===== config.mk =====
export PLATFORM = sky130hd
export DESIGN_NAME = lfsr_noise_sound_channel_core_flat
export DESIGN_NICKNAME = d
export VERILOG_FILES = /design/src/sv/lnsc_pkg.sv /design/src/sv/lnsc_if.sv /design/src/sv/lnsc_cfg.sv /design/src/sv/lnsc_ctrl.sv /design/src/sv/lnsc_dp.sv /design/src/sv/lfsr_noise_sound_channel_core.sv /design/src/flat_wrapper.sv
export SDC_FILE = /design/constraint.sdc
export NUM_CORES = 1
export LEC_CHECK = 0
export ABC_CLOCK_PERIOD_IN_PS = 7830
export BUFFER_PORTS_ARGS = -buffer_cell sky130_fd_sc_hd__buf_2
export CAP_MARGIN = 20
export CORE_UTILIZATION = 35
export CTS_CLUSTER_DIAMETER = 60
export DETAILED_ROUTE_END_ITERATION = 10
export SYNTH_ARGS = -nofsm -noshare
export SYNTH_HDL_FRONTEND = slang
export SYNTH_SLANG_ARGS = --single-unit

===== constraint.sdc =====
create_clock -name clk -period 7.83 [get_ports clk]
set_input_delay 1.9575 -clock clk [delete_from_list [all_inputs] [get_ports clk]]
set_output_delay 1.9575 -clock clk [all_outputs]
set_load 0.005 [all_outputs]

===== src/sv/lnsc_pkg.sv =====
package lnsc_pkg;

  localparam int CYC_W   = 32;
  localparam int CNT_W   = $clog2(CYC_W) + 1;
  localparam int MOD_W   = 5;
  localparam int LFSR_W  = 16;
  localparam int VOL_W   = 4;
  localparam int LEN_W   = 7;
  localparam int CFG_IW  = 3;
  localparam int CFG_DW  = 8;

  localparam logic [LFSR_W-1:0] LFSR_SEED  = 16'hFFFF;
  localparam logic [LEN_W-1:0]  LEN_FULL   = 7'd64;
  localparam int                LEN_TICK_B = 14;
  localparam int                ENV_TICK_B = 16;
  localparam logic [MOD_W-1:0]  MOD_BASE   = 5'd4;
  localparam logic [VOL_W-1:0]  VOL_MAX    = 4'd15;

  localparam logic FUNC_TICK    = 1'b0;
  localparam logic FUNC_TRIGGER = 1'b1;

  localparam logic [CFG_IW-1:0] REG_CLOCK_SHIFT    = 3'd0;
  localparam logic [CFG_IW-1:0] REG_CLOCK_DIVIDER  = 3'd1;
  localparam logic [CFG_IW-1:0] REG_SHORT_MODE     = 3'd2;
  localparam logic [CFG_IW-1:0] REG_INITIAL_VOLUME = 3'd3;
  localparam logic [CFG_IW-1:0] REG_ENVELOPE_UP    = 3'd4;
  localparam logic [CFG_IW-1:0] REG_ENVELOPE_PACE  = 3'd5;
  localparam logic [CFG_IW-1:0] REG_LENGTH_LOAD    = 3'd6;
  localparam logic [CFG_IW-1:0] REG_LENGTH_ENABLE  = 3'd7;

  typedef struct packed {
    logic [3:0] clock_shift;
    logic [2:0] clock_divider;
    logic       short_mode;
    logic [3:0] initial_volume;
    logic       envelope_up;
    logic [2:0] envelope_pace;
    logic [5:0] length_load;
    logic       length_enable;
  } cfg_t;

  typedef struct packed {
    logic load;
    logic step;
    logic commit;
  } cmd_t;

  typedef struct packed {
    logic done;
  } sts_t;

endpackage


===== src/sv/lnsc_if.sv =====
interface lnsc_in_if;
  import lnsc_pkg::*;
  logic             valid;
  logic             ready;
  logic             func;
  logic [CYC_W-1:0] cycle_index;
  modport source (output valid, func, cycle_index, input ready);
  modport sink (input valid, func, cycle_index, output ready);
endinterface

interface lnsc_out_if;
  import lnsc_pkg::*;
  logic             valid;
  logic             ready;
  logic [VOL_W-1:0] sample;
  logic             channel_on;
  modport source (output valid, sample, channel_on, input ready);
  modport sink (input valid, sample, channel_on, output ready);
endinterface

interface lnsc_cfg_if;
  import lnsc_pkg::*;
  logic              valid;
  logic              ready;
  logic [CFG_IW-1:0] index;
  logic [CFG_DW-1:0] data;
  modport source (output valid, index, data, input ready);
  modport sink (input valid, index, data, output ready);
endinterface


===== src/sv/lnsc_cfg.sv =====
module lnsc_cfg (
  input  logic                       clk,
  input  logic                       rst_n,
  input  logic                       wr_en,
  input  logic [lnsc_pkg::CFG_IW-1:0] wr_index,
  input  logic [lnsc_pkg::CFG_DW-1:0] wr_data,
  output lnsc_pkg::cfg_t             cfg
);
  import lnsc_pkg::*;

  cfg_t cfg_r, cfg_nxt;

  always_comb begin
    cfg_nxt = cfg_r;
    if (wr_en) begin
      unique case (wr_index)
        REG_CLOCK_SHIFT:    cfg_nxt.clock_shift    = wr_data[3:0];
        REG_CLOCK_DIVIDER:  cfg_nxt.clock_divider  = wr_data[2:0];
        REG_SHORT_MODE:     cfg_nxt.short_mode     = wr_data[0];
        REG_INITIAL_VOLUME: cfg_nxt.initial_volume = wr_data[3:0];
        REG_ENVELOPE_UP:    cfg_nxt.envelope_up    = wr_data[0];
        REG_ENVELOPE_PACE:  cfg_nxt.envelope_pace  = wr_data[2:0];
        REG_LENGTH_LOAD:    cfg_nxt.length_load    = wr_data[5:0];
        REG_LENGTH_ENABLE:  cfg_nxt.length_enable  = wr_data[0];
        default: ;
      endcase
    end
  end

  always_ff @(posedge clk) begin
    if (!rst_n) begin
      cfg_r <= '0;
    end else begin
      cfg_r <= cfg_nxt;
    end
  end

  assign cfg = cfg_r;

endmodule


===== src/sv/lnsc_ctrl.sv =====
module lnsc_ctrl (
  input  logic           clk,
  input  logic           rst_n,
  input  logic           in_valid,
  output logic           in_ready,
  output logic           out_valid,
  input  logic           out_ready,
  input  lnsc_pkg::sts_t sts,
  output lnsc_pkg::cmd_t cmd
);
  import lnsc_pkg::*;

  localparam logic ST_IDLE = 1'b0;
  localparam logic ST_RUN  = 1'b1;

  logic state_r, state_nxt;
  logic out_valid_r, out_valid_nxt;
  logic slot_free;

  assign slot_free = !out_valid_r || out_ready;
  assign in_ready  = (state_r == ST_IDLE);

  always_comb begin
    cmd           = '0;
    state_nxt     = state_r;
    out_valid_nxt = out_valid_r && !out_ready;
    unique case (state_r)
      ST_IDLE: begin
        if (in_valid) begin
          cmd.load  = 1'b1;
          state_nxt = ST_RUN;
        end
      end
      ST_RUN: begin
        if (!sts.done) begin
          cmd.step = 1'b1;
        end else if (slot_free) begin
          cmd.commit    = 1'b1;
          out_valid_nxt = 1'b1;
          state_nxt     = ST_IDLE;
        end
      end
      default: state_nxt = ST_IDLE;
    endcase
  end

  always_ff @(posedge clk) begin
    if (!rst_n) begin
      state_r     <= ST_IDLE;
      out_valid_r <= 1'b0;
    end else begin
      state_r     <= state_nxt;
      out_valid_r <= out_valid_nxt;
    end
  end

  assign out_valid = out_valid_r;

endmodule


===== src/sv/lnsc_dp.sv =====
module lnsc_dp (
  input  logic                       clk,
  input  logic                       rst_n,
  input  lnsc_pkg::cfg_t             cfg,
  input  lnsc_pkg::cmd_t             cmd,
  output lnsc_pkg::sts_t             sts,
  input  logic                       in_func,
  input  logic [lnsc_pkg::CYC_W-1:0] in_cycle_index,
  output logic [lnsc_pkg::VOL_W-1:0] out_sample,
  output logic                       out_channel_on
);
  import lnsc_pkg::*;

  // bit-serial remainder
  logic [CYC_W-1:0] cyc_r, cyc_nxt;
  logic [CNT_W-1:0] cnt_r, cnt_nxt;
  logic [MOD_W-1:0] rem_r, rem_nxt;
  logic             trig_r, trig_nxt;
  logic             len_hit_r, len_hit_nxt;
  logic             env_hit_r, env_hit_nxt;
  logic [MOD_W-1:0] modulus;
  logic [MOD_W:0]   rem_sh;

  // channel state
  logic [LFSR_W-1:0] lfsr_r, lfsr_nxt;
  logic [2:0]        div_cnt_r, div_cnt_nxt;
  logic [LEN_W-1:0]  len_cnt_r, len_cnt_nxt;
  logic              len_run_r, len_run_nxt;
  logic              env_run_r, env_run_nxt;
  logic [2:0]        env_cnt_r, env_cnt_nxt;
  logic [VOL_W-1:0]  vol_r, vol_nxt;
  logic              muted_r, muted_nxt;
  logic              status_r, status_nxt;
  logic              dac_r, dac_nxt;
  logic [VOL_W-1:0]  sample_r, sample_nxt;
  logic              chan_on_r, chan_on_nxt;

  logic [3:0]       div_inc, div_lim;
  logic [3:0]       env_inc;
  logic [LEN_W-1:0] len_start;
  logic             fb;

  assign modulus = MOD_BASE + {1'b0, cfg.clock_shift}
                   - {{(MOD_W-1){1'b0}}, (cfg.clock_divider == 3'd0)};
  assign rem_sh  = {rem_r, cyc_r[CYC_W-1]};
  assign sts.done = trig_r || cnt_r[CNT_W-1];

  always_comb begin
    cyc_nxt     = cyc_r;
    cnt_nxt     = cnt_r;
    rem_nxt     = rem_r;
    trig_nxt    = trig_r;
    len_hit_nxt = len_hit_r;
    env_hit_nxt = env_hit_r;
    if (cmd.load) begin
      cyc_nxt     = in_cycle_index;
      cnt_nxt     = '0;
      rem_nxt     = '0;
      trig_nxt    = (in_func == FUNC_TRIGGER);
      len_hit_nxt = (in_cycle_index[LEN_TICK_B-1:0] == '0);
      env_hit_nxt = (in_cycle_index[ENV_TICK_B-1:0] == '0);
    end else if (cmd.step) begin
      cyc_nxt = {cyc_r[CYC_W-2:0], 1'b0};
      cnt_nxt = cnt_r + 1'b1;
      if (rem_sh >= {1'b0, modulus}) begin
        rem_nxt = MOD_W'(rem_sh - {1'b0, modulus});
      end else begin
        rem_nxt = rem_sh[MOD_W-1:0];
      end
    end
  end

  always_comb begin
    lfsr_nxt    = lfsr_r;
    div_cnt_nxt = div_cnt_r;
    len_cnt_nxt = len_cnt_r;
    len_run_nxt = len_run_r;
    env_run_nxt = env_run_r;
    env_cnt_nxt = env_cnt_r;
    vol_nxt     = vol_r;
    muted_nxt   = muted_r;
    status_nxt  = status_r;
    dac_nxt     = dac_r;
    sample_nxt  = sample_r;
    chan_on_nxt = chan_on_r;
    div_inc     = {1'b0, div_cnt_r} + 4'd1;
    div_lim     = (cfg.clock_divider == 3'd0) ? 4'd1 : {1'b0, cfg.clock_divider};
    len_start   = (cfg.length_load == 6'd0) ? LEN_FULL : {1'b0, cfg.length_load};
    env_inc     = '0;
    fb          = lfsr_r[0] ^ lfsr_r[1];
    if (cmd.commit) begin
      if (trig_r) begin
        muted_nxt   = 1'b0;
        status_nxt  = 1'b1;
        vol_nxt     = cfg.initial_volume;
        lfsr_nxt    = LFSR_SEED;
        env_run_nxt = 1'b0;
        len_run_nxt = 1'b0;
        if (!dac_r) begin
          muted_nxt  = 1'b1;
          status_nxt = 1'b0;
        end
      end else begin
        dac_nxt = (cfg.initial_volume != 4'd0) || cfg.envelope_up;
        if (!dac_nxt) begin
          status_nxt = 1'b0;
          muted_nxt  = 1'b0;
        end
        // noise register
        if (rem_r == '0) begin
          if (div_inc >= div_lim) begin
            div_cnt_nxt = 3'd0;
            lfsr_nxt    = {1'b0, fb, lfsr_r[14:8],
                           (cfg.short_mode ? fb : lfsr_r[7]), lfsr_r[6:1]};
          end else begin
            div_cnt_nxt = div_inc[2:0];
          end
        end
        // length counter
        if (!len_run_nxt && cfg.length_enable) begin
          len_cnt_nxt = len_start;
          len_run_nxt = 1'b1;
        end
        if (!cfg.length_enable) begin
          len_run_nxt = 1'b0;
        end
        if (len_hit_r && cfg.length_enable) begin
          if (len_cnt_nxt == LEN_FULL) begin
            len_cnt_nxt = len_start;
            muted_nxt   = 1'b1;
            status_nxt  = 1'b0;
          end else begin
            len_cnt_nxt = len_cnt_nxt + 1'b1;
          end
        end
        // envelope
        if (cfg.envelope_pace == 3'd0) begin
          env_run_nxt = 1'b0;
        end
        if (cfg.envelope_pace != 3'd0 && !env_run_nxt) begin
          env_run_nxt = 1'b1;
          env_cnt_nxt = 3'd0;
          vol_nxt     = cfg.initial_volume;
        end
        if (!dac_nxt) begin
          muted_nxt  = 1'b1;
          status_nxt = 1'b0;
        end
        if (env_run_nxt && env_hit_r) begin
          env_inc = {1'b0, env_cnt_nxt} + 4'd1;
          if (env_inc >= {1'b0, cfg.envelope_pace}) begin
            env_cnt_nxt = 3'd0;
            if (cfg.envelope_up) begin
              if (vol_nxt < VOL_MAX) begin
                vol_nxt = vol_nxt + 1'b1;
              end
            end else if (vol_nxt != '0) begin
              vol_nxt = vol_nxt - 1'b1;
            end
          end else begin
            env_cnt_nxt = env_inc[2:0];
          end
        end
      end
      sample_nxt  = (!muted_nxt && lfsr_nxt[0]) ? vol_nxt : '0;
      chan_on_nxt = status_nxt;
    end
  end

  always_ff @(posedge clk) begin
    if (!rst_n) begin
      lfsr_r    <= LFSR_SEED;
      div_cnt_r <= '0;
      len_cnt_r <= '0;
      len_run_r <= 1'b0;
      env_run_r <= 1'b0;
      env_cnt_r <= '0;
      vol_r     <= '0;
      muted_r   <= 1'b0;
      status_r  <= 1'b0;
      dac_r     <= 1'b0;
      cnt_r     <= '0;
      trig_r    <= 1'b0;
    end else begin
      lfsr_r    <= lfsr_nxt;
      div_cnt_r <= div_cnt_nxt;
      len_cnt_r <= len_cnt_nxt;
      len_run_r <= len_run_nxt;
      env_run_r <= env_run_nxt;
      env_cnt_r <= env_cnt_nxt;
      vol_r     <= vol_nxt;
      muted_r   <= muted_nxt;
      status_r  <= status_nxt;
      dac_r     <= dac_nxt;
      cnt_r     <= cnt_nxt;
      trig_r    <= trig_nxt;
    end
  end

  always_ff @(posedge clk) begin
    cyc_r     <= cyc_nxt;
    rem_r     <= rem_nxt;
    len_hit_r <= len_hit_nxt;
    env_hit_r <= env_hit_nxt;
    sample_r  <= sample_nxt;
    chan_on_r <= chan_on_nxt;
  end

  assign out_sample     = sample_r;
  assign out_channel_on = chan_on_r;

endmodule


===== src/sv/lfsr_noise_sound_channel_core.sv =====
// channel | dir | payload
// in_ch   | in  | func, cycle_index
// out_ch  | out | sample, channel_on
// cfg_ch  | in  | index, data
//
// a tick beat runs from accept to ready again through the 32-step
// bit-serial remainder of cycle_index by the lfsr modulus, then a commit step
// a trigger beat goes from accept straight to its commit step
// synchronous active-low reset; noise register resets to all ones
// the result sits in an output register, so a new beat is taken while it waits;
// the commit of the next beat holds until that result is taken
module lfsr_noise_sound_channel_core (
  input  logic       clk,
  input  logic       rst_n,
  lnsc_in_if.sink    in_ch,
  lnsc_out_if.source out_ch,
  lnsc_cfg_if.sink   cfg_ch
);
  import lnsc_pkg::*;

  cfg_t cfg;
  cmd_t cmd;
  sts_t sts;

  assign cfg_ch.ready = 1'b1;

  lnsc_cfg u_cfg (
    .clk      (clk),
    .rst_n    (rst_n),
    .wr_en    (cfg_ch.valid),
    .wr_index (cfg_ch.index),
    .wr_data  (cfg_ch.data),
    .cfg      (cfg)
  );

  lnsc_ctrl u_ctrl (
    .clk       (clk),
    .rst_n     (rst_n),
    .in_valid  (in_ch.valid),
    .in_ready  (in_ch.ready),
    .out_valid (out_ch.valid),
    .out_ready (out_ch.ready),
    .sts       (sts),
    .cmd       (cmd)
  );

  lnsc_dp u_dp (
    .clk            (clk),
    .rst_n          (rst_n),
    .cfg            (cfg),
    .cmd            (cmd),
    .sts            (sts),
    .in_func        (in_ch.func),
    .in_cycle_index (in_ch.cycle_index),
    .out_sample     (out_ch.sample),
    .out_channel_on (out_ch.channel_on)
  );

endmodule

===== src/flat_wrapper.sv =====
// flat-port wrapper written by rule: the top's interface ports become plain ports
module lfsr_noise_sound_channel_core_flat import lnsc_pkg::*;
  (clk, rst_n, in_ch_valid, in_ch_func, in_ch_cycle_index, in_ch_ready, out_ch_valid, out_ch_sample, out_ch_channel_on, out_ch_ready, cfg_ch_valid, cfg_ch_index, cfg_ch_data, cfg_ch_ready);
  lnsc_in_if in_ch_i ();
  lnsc_out_if out_ch_i ();
  lnsc_cfg_if cfg_ch_i ();
  input  logic clk;
  input  logic rst_n;
  input wire logic [$bits(in_ch_i.valid)-1:0] in_ch_valid;
  input wire logic [$bits(in_ch_i.func)-1:0] in_ch_func;
  input wire logic [$bits(in_ch_i.cycle_index)-1:0] in_ch_cycle_index;
  output wire logic [$bits(in_ch_i.ready)-1:0] in_ch_ready;
  output wire logic [$bits(out_ch_i.valid)-1:0] out_ch_valid;
  output wire logic [$bits(out_ch_i.sample)-1:0] out_ch_sample;
  output wire logic [$bits(out_ch_i.channel_on)-1:0] out_ch_channel_on;
  input wire logic [$bits(out_ch_i.ready)-1:0] out_ch_ready;
  input wire logic [$bits(cfg_ch_i.valid)-1:0] cfg_ch_valid;
  input wire logic [$bits(cfg_ch_i.index)-1:0] cfg_ch_index;
  input wire logic [$bits(cfg_ch_i.data)-1:0] cfg_ch_data;
  output wire logic [$bits(cfg_ch_i.ready)-1:0] cfg_ch_ready;
  assign in_ch_i.valid = in_ch_valid;
  assign in_ch_i.func = in_ch_func;
  assign in_ch_i.cycle_index = in_ch_cycle_index;
  assign in_ch_ready = in_ch_i.ready;
  assign out_ch_valid = out_ch_i.valid;
  assign out_ch_sample = out_ch_i.sample;
  assign out_ch_channel_on = out_ch_i.channel_on;
  assign out_ch_i.ready = out_ch_ready;
  assign cfg_ch_i.valid = cfg_ch_valid;
  assign cfg_ch_i.index = cfg_ch_index;
  assign cfg_ch_i.data = cfg_ch_data;
  assign cfg_ch_ready = cfg_ch_i.ready;
  lfsr_noise_sound_channel_core u_core (.clk(clk), .rst_n(rst_n), .in_ch(in_ch_i), .out_ch(out_ch_i), .cfg_ch(cfg_ch_i));
endmodule

==> key figures <==
Floorplan
  – Floorplan Core Area: approximately 17,000 um^2
  – Starting utilization of the core area: 35.9%
  – Die Width: 133 um
  – Num rows: 47
  – Floorplan die height: 133 um
  – Area of the die: about 18,000 um^2
  – Total I/O pin count: 57

Synth
  – Post-synthesis async set-or-reset flop share: 0%
  – Library cell occupying the most area in the post-synthesis netlist: dfxtp_1
  – Total of warnings raised by yosys: 0
  – Post-synth EDFFs: 39
  – Syn avg cell area: 8.66 um^2
  – Library cells used by synthesis: 67
  – Area share of the largest cell type after synthesis: 24.8%
  – Synth Register Bits: between 100 and 150
  – Cell types with the largest area share after synthesis: dfxtp_1 25%, edfxtp_1 20%, nand2_1 8.7%, mux2i_1 6.2%, nor2_1 4.5%
  – Post-synthesis sequential area ratio: 44.4%
  – Syn Inst Count: about 700
  – Post-synth net total: between 700 and 800
  – Main flop type after synthesis: dfxtp_1
  – Post-synthesis instance area: between 5000 and 6000 um^2

Layout
  – Area growth from synthesis to final layout: 16.3%
  – Cell area after layout: 6950 um^2
  – Footprint of the multi-input gates: 3080 um^2
  – Fraction of layout instances using a drive strength above 1: 13.4%
  – Nets@finish: 799
  – Fill count: 1,690
  – Antenna Diode Count: 0
  – Register Area: 2650 um^2

CTS
  – Maximum root-to-sink buffer count: 2
  – Worst-skew pair later-pin latency: 0.42 ns
  – Post-CTS Resized: 0
  – Total number of H-tree levels: 4
  – Num CTS Buffers: 17
  – Clock tree from TritonCTS: built
  – Clock Root Buffer: clkbuf_16
  – Setup bufs post-CTS: 0
  – Clock-pin slew reported for the worst setup and hold paths after clock tree synthesis: 0.05 ns
  – Clk sink count: 113
  – Number of buffers inserted by hold repair at cts: 0

Routing
  – Remaining DRCs: 0
  – Number of DRC markers after the initial detailed-route iteration: about 390
  – Vias per cell: 5.23
  – Final antenna-violating net count: 0
  – Vias: ~5,000
  – DR WL/cell: 14.2 um
  – Total wirelength of the detailed-routed design: 13.7 mm
  – Initial DRT Pass Iterations: 8

Pwr
  – Cell area power density: 240 nW/um^2
  – Largest voltage drop on the vdd net: 0.187 mV
  – Leakage Power: 0.00287 uW

Placement
  – Placed cell area: 6390 um^2
  – Port Buf Inserts: 53
  – Detailed placer's ending HPWL: 9.03 mm
  – Gpl congestion: around 0.85

GRT
  – GR Overflow Total: 0
  – Number of global-route vias before repair: 4,610
  – Wire length of the first global-routing pass: roughly 23 mm
  – GR Util All Layers: approximately 16%
  – Number of antenna violations at the first check in global routing: 0
  – Pin count of the biggest net entering global routing: 40

Worst setup path
  – Worst setup startpoint: out_ch_ready
  – Data required time of the worst path: about 8.2 ns
  – Arrival time at the worst endpoint: 3.95 ns
  – Library cell appearing most often on the critical path: nand2b_1
  – Critical Path Source Type: primary input
  – Sequence of cells on the critical path: buf_2 > nand2b_1 > nand2b_1 > clkinv_1 > a211o_1 > a31oi_1
  – Critical Path End Type: flip-flop
  – Worst R2R Path Depth: 10
  – FF-to-FF Start: u_core.u_cfg.cfg[8]
  – Endpoint of the most critical setup path: u_core.u_dp.vol_r[2]
  – Internal reg-to-reg setup slack: 4.56 ns
  – Worst-path maximum fanout: 30
  – Worst setup path class: primary input to flip-flop
  – Critical path's largest stage delay: approximately 0.81 ns
  – Standard cell with the maximum stage delay on the critical path: clkinv_1
  – Destination of the worst register-to-register timing path: u_core.u_dp.out_sample[0]

Run
  – # Max-Cap Violations: 0

STA
  – Final sum of negative setup slack: 0 ns
  – Final max-slew violation count: 0
  – Crit path time final: 3.61 ns
  – Final setup violation count: 0
  – Number of endpoints with negative hold slack in the final report: 0
  – RSZ-0062 raised after global routing: no
  – Transition time at the pin with the least slew margin: 0.897 ns
  – Post-route fraction of the period consumed by the critical path: a little under half
  – Maximum clock frequency: 277 MHz
  – Relative slew slack: 39.8%
  – Worst Skew: 0.00914 ns
  – Smallest hold slack: slightly below 0.5 ns

Outcome
  – Status: finished, final reports clean

Worst hold path
  – Class of the most critical hold timing path: flip-flop to flip-flop
[registers in the layout, summed over array words and instances, names as in the netlist, 4 cells and up]
name and count:
u_core.u_dp.lfsr_r 15, u_core.u_dp.rem_r 5, u_core.u_cfg.cfg 23, u_core.u_dp.out_sample 4, u_core.u_dp.cyc_r 32, u_core.u_dp.cnt_r 6
u_core.u_dp.len_cnt_r 7, u_core.u_dp.vol_r 4
[worst max-delay path: cells and delay by family]
kind                   cells  cell delay (ns)
AND/OR/NAND/NOR            2             0.45
AO/OA/AOI/OAI              2             0.63
buffers and inverters      2             0.91
[power breakdown]
group	total [uW]	internal, uW	leakage, uW	switching [uW]
Sequential	685	657	0.000983	28.6
Clock	725	467	0.000272	258
Combinational	253	98.2	0.00162	155
Total	1660	1220	0.00287	442
[layer usage]
layer	track usage (%)	vias to the layer above	wire length, um
li1	-	2526	-
met1	22.1	2332	6660
met2	24.2	149	6040
met3	4.64	20	784
met4	4.98	0	203
met5	0	-	0
[Yosys cell counts (7+ instances only)]
cell type and number:
nand2_1 138, a21oi_1 42, nand3_1 16, o21ai_0 30, dfxtp_1 74, clkbuf_1 30, ha_1 19, edfxtp_1 39
inv_1 21, xor2_1 7, nor3_1 15, nand4_1 9, nand2b_1 7, xnor2_1 7, nor2_1 72, mux2i_1 37
[per-stage QoR]
stage	utilization [%]	total power, uW	cells	worst slack (ns)
final	41.7	1660	961	4.22
after CTS	41.7	1680	961	4.27
after detailed placement	38.4	950	930	3.84
after global routing	41.7	1740	961	4.01
after global placement	38.4	948	930	3.84
after floorplan	-	884	690	4.11
[worst min path at each step]
stage / cells after the start / start / slack [ns] / endpoint
global route: 2 / u_core.u_dp.cyc_r[3] / 0.52 / u_core.u_dp.cyc_r[4]
floorplan: 2 / u_core.u_dp.cnt_r[1] / 0.45 / u_core.u_dp.cnt_r[1]
global placement: 2 / u_core.u_dp.cnt_r[1] / 0.47 / u_core.u_dp.cnt_r[1]
detailed placement: 2 / u_core.u_dp.cnt_r[1] / 0.47 / u_core.u_dp.cnt_r[1]
finish: 2 / u_core.u_dp.cnt_r[1] / 0.49 / u_core.u_dp.cnt_r[1]
CTS: 2 / u_core.u_dp.cnt_r[1] / 0.48 / u_core.u_dp.cnt_r[1]
[cell type report]
class	instances	area share (%)
inverter	26	1.40
clock inverter	6	0.829
sequential	113	38.2
multi-input combinational	515	44.3
timing repair buffer	56	4.14
clock buffer	25	7.15
tap	220	3.96
[cell usage in the layout, fill, tap and decap left out, drive strengths merged, types with 9 or more instances in the layout]
cell / count
nand2: 139
dfxtp: 74
nor2: 72
buf: 56
a21oi: 43
edfxtp: 39
mux2i: 37
o21ai: 36
clkbuf: 25
inv: 23
ha: 19
nand3: 16
nor3: 16
nand4: 9
[cell families after synthesis]
kind of cell | synth area share, %
simple gates | 23.3
compound gates | 14.7
flops | 44.4
buf+inv | 4.02
mux | 6.77
fa+ha+maj | 4.65
xor+xnor | 2.05
other cells | 0.0628
Note: power is estimated with default switching activity, not from simulation.
